`config.mk`:
```
export PLATFORM = sky130hd
export DESIGN_NAME = sorted_wakeup_timer_queue
export DESIGN_NICKNAME = d
export VERILOG_FILES = /design/src/design/swtq_pkg.sv /design/src/design/swtq_cell.sv /design/src/design/swtq_ctrl.sv /design/src/design/sorted_wakeup_timer_queue.sv
export SDC_FILE = /design/constraint.sdc
export NUM_CORES = 2
export LEC_CHECK = 0
export BUFFER_PORTS_ARGS = -buffer_cell sky130_fd_sc_hd__buf_2
export CAP_MARGIN = 20
export CORE_MARGIN = 2
export CORE_UTILIZATION = 30
export CTS_CLUSTER_DIAMETER = 100
export DETAILED_ROUTE_END_ITERATION = 10
export HOLD_SLACK_MARGIN = 0.03
export SYNTH_ARGS = -nofsm -noshare
export SYNTH_HDL_FRONTEND = slang
export SYNTH_SLANG_ARGS = --single-unit
```
`constraint.sdc`:
```
create_clock -name clk -period 11.1 [get_ports clk]
set_clock_uncertainty 0.1 [all_clocks]
set_input_delay 1.665 -clock clk [delete_from_list [all_inputs] [get_ports clk]]
set_output_delay 1.665 -clock clk [all_outputs]
set_load 0.02 [all_outputs]
```
`src/design/swtq_pkg.sv`:
```
// shared types, constants and the wrap-safe time compare for the sorted wakeup timer queue
package swtq_pkg;

  localparam int MAX_TASKS = 16;
  localparam int TASK_W    = 4;
  localparam int TIME_W    = 32;
  localparam int COUNT_W   = 5;
  localparam int KIND_W    = 2;

  // stream payload widths, padded to whole bytes
  localparam int IN_FIELDS_W  = TASK_W + 2 * TIME_W;
  localparam int IN_DATA_W    = ((IN_FIELDS_W + 7) / 8) * 8;
  localparam int OUT_FIELDS_W = TASK_W + COUNT_W + 1;
  localparam int OUT_DATA_W   = ((OUT_FIELDS_W + 7) / 8) * 8;

  localparam logic [TASK_W-1:0] IDLE_TASK   = '0;
  localparam logic              MODE_INSERT = 1'b0;
  localparam logic              MODE_CHECK  = 1'b1;

  localparam logic [KIND_W-1:0] KIND_INSERT = 2'd0;
  localparam logic [KIND_W-1:0] KIND_WOKEN  = 2'd1;
  localparam logic [KIND_W-1:0] KIND_DONE   = 2'd2;

  // command applied to every cell of the chain in the same cycle
  typedef enum logic [1:0] {
    OP_HOLD,
    OP_INSERT,
    OP_POP
  } op_t;

  typedef struct packed {
    logic              valid;
    logic [TASK_W-1:0] task_id;
    logic [TIME_W-1:0] wake_time;
  } entry_t;

  localparam entry_t ENTRY_EMPTY = '0;

  typedef struct packed {
    op_t               op;
    logic [TASK_W-1:0] task_id;
    logic [TIME_W-1:0] wake_time;
  } chain_cmd_t;

  typedef struct packed {
    logic              head_valid;
    logic [TASK_W-1:0] head_task;
    logic [TIME_W-1:0] head_wake;
    logic              full;
  } status_t;

  // a is later than b when the wrapped difference is positive
  function automatic logic time_later(input logic [TIME_W-1:0] a,
                                      input logic [TIME_W-1:0] b);
    logic [TIME_W-1:0] d;
    d = a - b;
    return (d != '0) && !d[TIME_W-1];
  endfunction

endpackage

```
`src/design/swtq_cell.sv`:
```
// one queue cell: holds an entry, shifts right on insert and left on pop
module swtq_cell (
  input  logic                 clk,
  input  logic                 rst,
  input  swtq_pkg::chain_cmd_t cmd,
  input  swtq_pkg::entry_t     left_ent,
  input  swtq_pkg::entry_t     right_ent,
  input  logic                 sfx_in,
  input  logic                 prev_sfx,
  output swtq_pkg::entry_t     ent,
  output logic                 sfx_out
);
  import swtq_pkg::*;

  entry_t ent_next;
  logic   not_later;

  // this entry stays in front of the new one when some entry at or after it is not later
  assign not_later = ent.valid && !time_later(ent.wake_time, cmd.wake_time);
  assign sfx_out   = not_later | sfx_in;

  // next entry from the chain command
  always_comb begin
    ent_next = ent;
    case (cmd.op)
      OP_INSERT: begin
        if (!sfx_out) begin
          if (prev_sfx) begin
            ent_next.valid     = 1'b1;
            ent_next.task_id   = cmd.task_id;
            ent_next.wake_time = cmd.wake_time;
          end else begin
            ent_next = left_ent;
          end
        end
      end
      OP_POP:  ent_next = right_ent;
      default: ent_next = ent;
    endcase
  end

  // entry register, only the valid bit is reset
  always_ff @(posedge clk) begin
    if (rst) begin
      ent.valid <= 1'b0;
    end else begin
      ent.valid <= ent_next.valid;
    end
    ent.task_id   <= ent_next.task_id;
    ent.wake_time <= ent_next.wake_time;
  end

endmodule

```
`src/design/swtq_ctrl.sv`:
```
// sequencer: takes items, drives the cell chain and holds the result register
module swtq_ctrl (
  input  logic                                clk,
  input  logic                                rst,
  input  logic                                s_tvalid,
  output logic                                s_tready,
  input  logic [swtq_pkg::IN_DATA_W-1:0]      s_tdata,   // task_id, wake_time, now_time
  input  logic                                s_tuser,   // mode
  output logic                                m_tvalid,
  input  logic                                m_tready,
  output logic [swtq_pkg::OUT_DATA_W-1:0]     m_tdata,   // woken_task, ready_count, accepted
  output logic [swtq_pkg::KIND_W-1:0]         m_tuser,   // kind
  output logic                                m_tlast,
  input  swtq_pkg::status_t                   status,
  output swtq_pkg::chain_cmd_t                cmd
);
  import swtq_pkg::*;

  typedef enum logic [1:0] {
    IDLE,
    INSERT,
    CHECK
  } state_t;

  state_t              state;
  logic [TASK_W-1:0]   item_task;
  logic [TIME_W-1:0]   item_wake;
  logic [TIME_W-1:0]   item_now;
  logic [COUNT_W-1:0]  cnt;
  logic                out_valid;
  logic [KIND_W-1:0]   out_kind;
  logic [TASK_W-1:0]   out_task;
  logic [COUNT_W-1:0]  out_count;
  logic                out_acc;
  logic                out_last;

  logic out_free;
  logic due;
  logic refuse;

  assign out_free = !out_valid || m_tready;
  assign due      = status.head_valid && !time_later(status.head_wake, item_now);
  assign refuse   = (item_task == IDLE_TASK) || status.full;
  assign s_tready = (state == IDLE);

  // chain command
  always_comb begin
    cmd.op        = OP_HOLD;
    cmd.task_id   = item_task;
    cmd.wake_time = item_wake;
    if (state == INSERT && out_free && !refuse) begin
      cmd.op = OP_INSERT;
    end else if (state == CHECK && out_free && due) begin
      cmd.op = OP_POP;
    end
  end

  // state, item registers and result register
  always_ff @(posedge clk) begin
    if (rst) begin
      state     <= IDLE;
      out_valid <= 1'b0;
      cnt       <= '0;
    end else begin
      // result valid: set on a load, cleared once taken
      if ((state == INSERT || state == CHECK) && out_free) begin
        out_valid <= 1'b1;
      end else if (m_tready) begin
        out_valid <= 1'b0;
      end
      case (state)
        IDLE: begin
          if (s_tvalid) begin
            item_task <= s_tdata[TASK_W-1:0];
            item_wake <= s_tdata[TASK_W +: TIME_W];
            item_now  <= s_tdata[TASK_W + TIME_W +: TIME_W];
            state     <= (s_tuser == MODE_CHECK) ? CHECK : INSERT;
          end
        end
        INSERT: begin
          if (out_free) begin
            out_kind  <= KIND_INSERT;
            out_task  <= '0;
            out_count <= '0;
            out_acc   <= !refuse;
            out_last  <= 1'b1;
            state     <= IDLE;
          end
        end
        CHECK: begin
          if (out_free) begin
            out_acc   <= 1'b0;
            if (due) begin
              out_kind  <= KIND_WOKEN;
              out_task  <= status.head_task;
              out_count <= '0;
              out_last  <= 1'b0;
              cnt       <= cnt + 1'b1;
            end else begin
              out_kind  <= KIND_DONE;
              out_task  <= '0;
              out_count <= cnt;
              out_last  <= 1'b1;
              cnt       <= '0;
              state     <= IDLE;
            end
          end
        end
        default: state <= IDLE;
      endcase
    end
  end

  assign m_tvalid = out_valid;
  assign m_tuser  = out_kind;
  assign m_tlast  = out_last;
  assign m_tdata  = {{(OUT_DATA_W - OUT_FIELDS_W){1'b0}}, out_acc, out_count, out_task};

  // a pop needs a live head entry
  a_pop_has_head: assert property (@(posedge clk) disable iff (rst)
    cmd.op == OP_POP |-> status.head_valid)
    else $error("pop issued on empty chain");

  // never insert into a full chain
  a_insert_not_full: assert property (@(posedge clk) disable iff (rst)
    cmd.op == OP_INSERT |-> !status.full)
    else $error("insert issued on full chain");

  // the woken count is back to zero once a check finishes
  a_cnt_cleared: assert property (@(posedge clk) disable iff (rst)
    (state == CHECK && out_free && !due) |=> cnt == '0)
    else $error("woken count not cleared after check");

  // an accepted insert leaves the chain holding at least one entry
  a_insert_fills: assert property (@(posedge clk) disable iff (rst)
    cmd.op == OP_INSERT |=> status.head_valid)
    else $error("chain empty after insert");

endmodule

```
`src/design/sorted_wakeup_timer_queue.sv`:
```
// top level: chain of queue cells ordered by wake time plus the sequencer
// Insert: the transaction is taken in IDLE, then INSERT updates the chain and loads the answer.
// Check: the transaction is taken in IDLE, then CHECK loads one result per woken task and a
//   closing result; the chain pops one head entry per cycle while the output register is free.
// A new transaction is taken while the last result still waits in the output register.
// Synchronous reset empties the chain (valid bits only) and the sequencer; no clearing pass.
module sorted_wakeup_timer_queue (
  input  logic                            clk,
  input  logic                            rst,
  input  logic                            s_tvalid,
  output logic                            s_tready,
  input  logic [swtq_pkg::IN_DATA_W-1:0]  s_tdata,   // task_id, wake_time, now_time
  input  logic                            s_tuser,   // mode
  output logic                            m_tvalid,
  input  logic                            m_tready,
  output logic [swtq_pkg::OUT_DATA_W-1:0] m_tdata,   // woken_task, ready_count, accepted
  output logic [swtq_pkg::KIND_W-1:0]     m_tuser,   // kind
  output logic                            m_tlast
);
  import swtq_pkg::*;

  chain_cmd_t cmd;
  status_t    status;
  entry_t     ent [MAX_TASKS];
  logic       sfx [MAX_TASKS];

  // row of cells, each linked to its neighbors
  for (genvar i = 0; i < MAX_TASKS; i++) begin : g_cell
    entry_t left_ent;
    entry_t right_ent;
    logic   sfx_in;
    logic   prev_sfx;

    if (i == 0) begin : g_first
      assign left_ent = ENTRY_EMPTY;
      assign prev_sfx = 1'b1;
    end else begin : g_mid_left
      assign left_ent = ent[i-1];
      assign prev_sfx = sfx[i-1];
    end

    if (i == MAX_TASKS - 1) begin : g_last
      assign right_ent = ENTRY_EMPTY;
      assign sfx_in    = 1'b0;
    end else begin : g_mid_right
      assign right_ent = ent[i+1];
      assign sfx_in    = sfx[i+1];
    end

    swtq_cell u_cell (
      .clk       (clk),
      .rst       (rst),
      .cmd       (cmd),
      .left_ent  (left_ent),
      .right_ent (right_ent),
      .sfx_in    (sfx_in),
      .prev_sfx  (prev_sfx),
      .ent       (ent[i]),
      .sfx_out   (sfx[i])
    );
  end

  // head and fill status for the sequencer
  assign status.head_valid = ent[0].valid;
  assign status.head_task  = ent[0].task_id;
  assign status.head_wake  = ent[0].wake_time;
  assign status.full       = ent[MAX_TASKS-1].valid;

  swtq_ctrl u_ctrl (
    .clk      (clk),
    .rst      (rst),
    .s_tvalid (s_tvalid),
    .s_tready (s_tready),
    .s_tdata  (s_tdata),
    .s_tuser  (s_tuser),
    .m_tvalid (m_tvalid),
    .m_tready (m_tready),
    .m_tdata  (m_tdata),
    .m_tuser  (m_tuser),
    .m_tlast  (m_tlast),
    .status   (status),
    .cmd      (cmd)
  );

endmodule

```
==> reports/results.tsv <==
stage	metric	value	unit
status	status	completed	
grt	grt_pass1_wl	424000	µm
routing	drc	0	
cts	clk_latency	700	ps
synth	synth_cell_type_count	97	
setup_path	path_class	register to register	
routing	drt.antenna.violating_nets	0	
timing	hold_violations	0	
setup_path	slowest_stage	nor2_2	
cts	cts_buffers	74	
grt	grt_overflow	0	
grt	grt_pass1_vias	60260	
finish	nets	8387	
finish	seq_area	20200	µm²
finish	drive_gt1_share	6.03	%
grt	antenna_found_initial	12	
timing	min_period_over_period	73.1	%
cts	post-cts-setup-buffers	0	
setup_path	arrival	8420	ps
setup_path	path_cells	buf_4, clkinv_1, buf_4, ha_1, o21ai_0, a21o_1, a21oi_1, a211oi_1, o31ai_1, mux2i_1, nor4_1, and4b_1, nor2_1, and4_4, and3_2, nand3_2, nor2_2, mux2i_1, o21ai_0	
timing	period_minus_slack	8120	ps
grt	grt_max_degree	218	
timing	rsz0062_at_grt	false	
cts	hold_buffers	0	
floorplan	die_area	221000	µm²
finish	post-route-util	32.8	%
synth	ys_warn_count	0	
setup_path	cp_num_buf_inv	3	
place	gp_congestion	0.993	
pwr	power_density	132	nW/µm²
pwr	vdd_ir_drop_max	0.155	mV
pwr	power_switching	3.59	mW
floorplan	ios	98	
synth	synth_edf_count	657	
synth	ys_top_cells_by_area	edfxtp_1 30%, ha_1 10%, mux2i_1 6.5%, o21ai_0 6.1%, nand2_1 5.6%	
synth	ys_seq_area_share	31.0	%
finish	fill_cells	22715	
timing	final-setup-viol-count	0	
routing	drt_iter0_drc	9606	
synth	syn_avg_cell_area	8.25	µm²
timing	max_clock_freq	0.123	GHz
routing	vias	65951	
routing	dr.pass1.iters	7	
synth	ys_ff_latch	681	
pwr	comb_power_share	36.2	%
finish	multi_input_area	42100	µm²
synth	synth_cells	7901	
pwr	pwr-share-clk	27.4	%
timing	fin_tns_setup	0	ps
pwr	pwr-share-seq	36.5	%
place	port_buffers	87	
setup_path	cp-start-kind	register	
pwr	switching_share	38.3	%
timing	max_slew.worst_pin.slew	1230	ps
place	post-dp-hpwl	223000	µm
finish	area_growth	8.96	%
cts	cts_tree	built	
routing	vias_per_cell	6.17	
floorplan	rows	171	
cts	cts.sinks	681	
run	drv_cap	0	
setup_path	required	11400	ps
hold_path	hold_class	register to register	
cts	cts_root_buf	clkbuf_16	
timing	slew_violations	0	
pwr	p_int	5.78	mW
cts	ctsResizeCount	0	
synth	synth.largest_area_cell	edfxtp_1	
cts	clockBufferDepth	3	
routing	wire_per_inst	28.1	µm
setup_path	crit_family	simple AND/OR/NAND/NOR gates	
routing	wirelength	300000	µm
synth	syn_area	65200	µm²
timing	max-slew-margin-rel	18.3	%
pwr	p_leak	27.3	nW
floorplan	core	217000	µm²
cts	path_clk_slew	70	ps
grt	gr-usage-all-layers	25.7	%
cts	ctsHtreeMaxLevel	3	
synth	synth_top_area_share	30.2	%
synth	synthArstFlopShare	0	%
setup_path	worstSetupEndpointType	register	
setup_path	cp_max_fo	42	
floorplan	die_x	470	µm
setup_path	slowest_delay	700	ps
floorplan	initial_utilization	30.1	%
floorplan	die_h	470	µm
synth	synth_ff_type	edfxtp_1	
[worst register-to-register path: cells and delay by family (launching register included)]
kind | cells | cell delay, ps
buffers and inverters | 3 | 1470
adders and majority gates | 1 | 410
and+or+nand+nor | 7 | 2830
muxes | 2 | 920
DFF | 1 | 320
AOI/OAI and AO/OA | 6 | 1790
[cells in the final DEF (no fill, tap or decap), types with 32 or more instances in the layout]
master / Yosys / routed
edfxtp_1: 657 / 657
buf_4: 14 / 133
nand3_1: 160 / 160
nand4_1: 170 / 170
a21oi_1: 647 / 641
buf_2: 28 / 89
nor3_1: 142 / 140
and3_1: 58 / 55
a31oi_1: 185 / 184
and2_1: 37 / 35
nor2_1: 634 / 628
a21o_1: 110 / 110
xnor2_1: 119 / 119
o22ai_1: 46 / 46
o31ai_1: 90 / 90
o21a_1: 110 / 110
xor2_1: 92 / 92
clkbuf_16: 0 / 75
o21bai_1: 34 / 34
o21ai_0: 796 / 795
inv_1: 336 / 306
ha_1: 531 / 531
o2111ai_1: 45 / 45
nand2_1: 970 / 969
a221oi_1: 32 / 32
nor2b_1: 77 / 77
nand2b_1: 85 / 85
a211oi_1: 82 / 82
nor4_1: 70 / 69
o211ai_1: 75 / 75
mux2i_1: 424 / 424
a2111oi_0: 33 / 33
or3_1: 43 / 43
[cells in the mapped netlist (all sizes together) (18+ instances only)]
cell type    n
a2111oi     34
a211o       28
a211oi      83
a21boi      21
a21o       110
a21oi      647
a221oi      32
a22oi       18
a311oi      18
a31oi      185
and2        38
and3        58
buf         70
clkbuf     377
dfxtp       24
edfxtp     657
ha         531
inv        336
mux2i      424
nand2      970
nand2b      85
nand3      161
nand4      171
nor2       635
nor2b       77
nor3       144
nor3b       21
nor4        70
o2111ai     45
o211a       22
o211ai      75
o21a       110
o21ai      827
o21bai      34
o221ai      25
o22ai       46
o311ai      21
o31a        26
o31ai       91
or2         28
or3         43
or4         23
xnor2      119
xor2        92
[layer usage]
layer	share of wire (%)	wire length, µm	global-route usage, %	vias to the layer above
li1	-	-	-	29565
met1	39	118000	33.5	31566
met2	42	127000	38.1	4029
met3	12	36100	6.87	775
met4	6.4	19200	14.8	16
met5	0.036	108	0	-
[registers in the layout, indices dropped and copies added (netlist names), 4 cells and up]
signal             count
u_ctrl.item_now       32
u_ctrl.out_count       5
u_ctrl.out_task        4
u_ctrl.cnt             5
u_ctrl.item_task       4
u_ctrl.item_wake      32
g_cell.u_cell.ent    592
[through the flow]
stage	instances	hold slack, ps	setup WS (ps)	instance area [µm²]	power (mW)
detailed placement	10534	405	3350	68600	6.72
CTS	10670	425	3330	71000	9.25
global route	10677	455	2860	71000	9.72
floorplan	7906	371	3060	65200	5.74
finish	10685	431	2980	71100	9.37
global placement	10534	391	3330	68600	6.68
[worst paths after layout]
check | startpoint | end | slack (ps) | depth (start not counted)
worst max-delay path | u_ctrl.item_wake[3]$_DFFE_PP_ | g_cell[5].u_cell.ent[33]$_DFFE_PP_ | 2980 | 19
worst min-delay path | u_ctrl.cnt[4]$_SDFFE_PP0P_ | u_ctrl.cnt[4]$_SDFFE_PP0P_ | 430 | 2
worst max register to register | u_ctrl.item_wake[3]$_DFFE_PP_ | g_cell[5].u_cell.ent[33]$_DFFE_PP_ | 2980 | 19
worst min register to register | u_ctrl.cnt[4]$_SDFFE_PP0P_ | u_ctrl.cnt[4]$_SDFFE_PP0P_ | 430 | 2
[area by class of cell]
cell class                 count  area share, %
multi-input combinational   6442           59.2
sequential                   681           28.4
tap                         2854           5.02
clock buffer                  93           2.79
timing repair buffer         227           2.17
inverter                     336           1.77
clock inverter                43          0.560
antenna                        9         0.0317
[kinds of logic after synthesis]
logic type	Yosys count	synth area share [%]
flip-flops	681	31.0
AND/OR/NAND/NOR	2586	18.4
other	1	0.00575
XOR/XNOR	211	2.83
buffers and inverters	783	4.79
multiplexers	440	6.78
adder cells (fa/ha/maj)	548	10.7
AO/OA/AOI/OAI	2651	25.5
[power groups by stage]
stage	clock network, mW	logic [mW]	registers (mW)
after floorplan	0	2.48	3.27
after global placement	0	3.24	3.45
after detailed placement	0	3.27	3.45
after CTS	2.57	3.29	3.39
after global routing	2.66	3.66	3.40
final	2.56	3.39	3.41
Power figures use the tool's default switching activity.
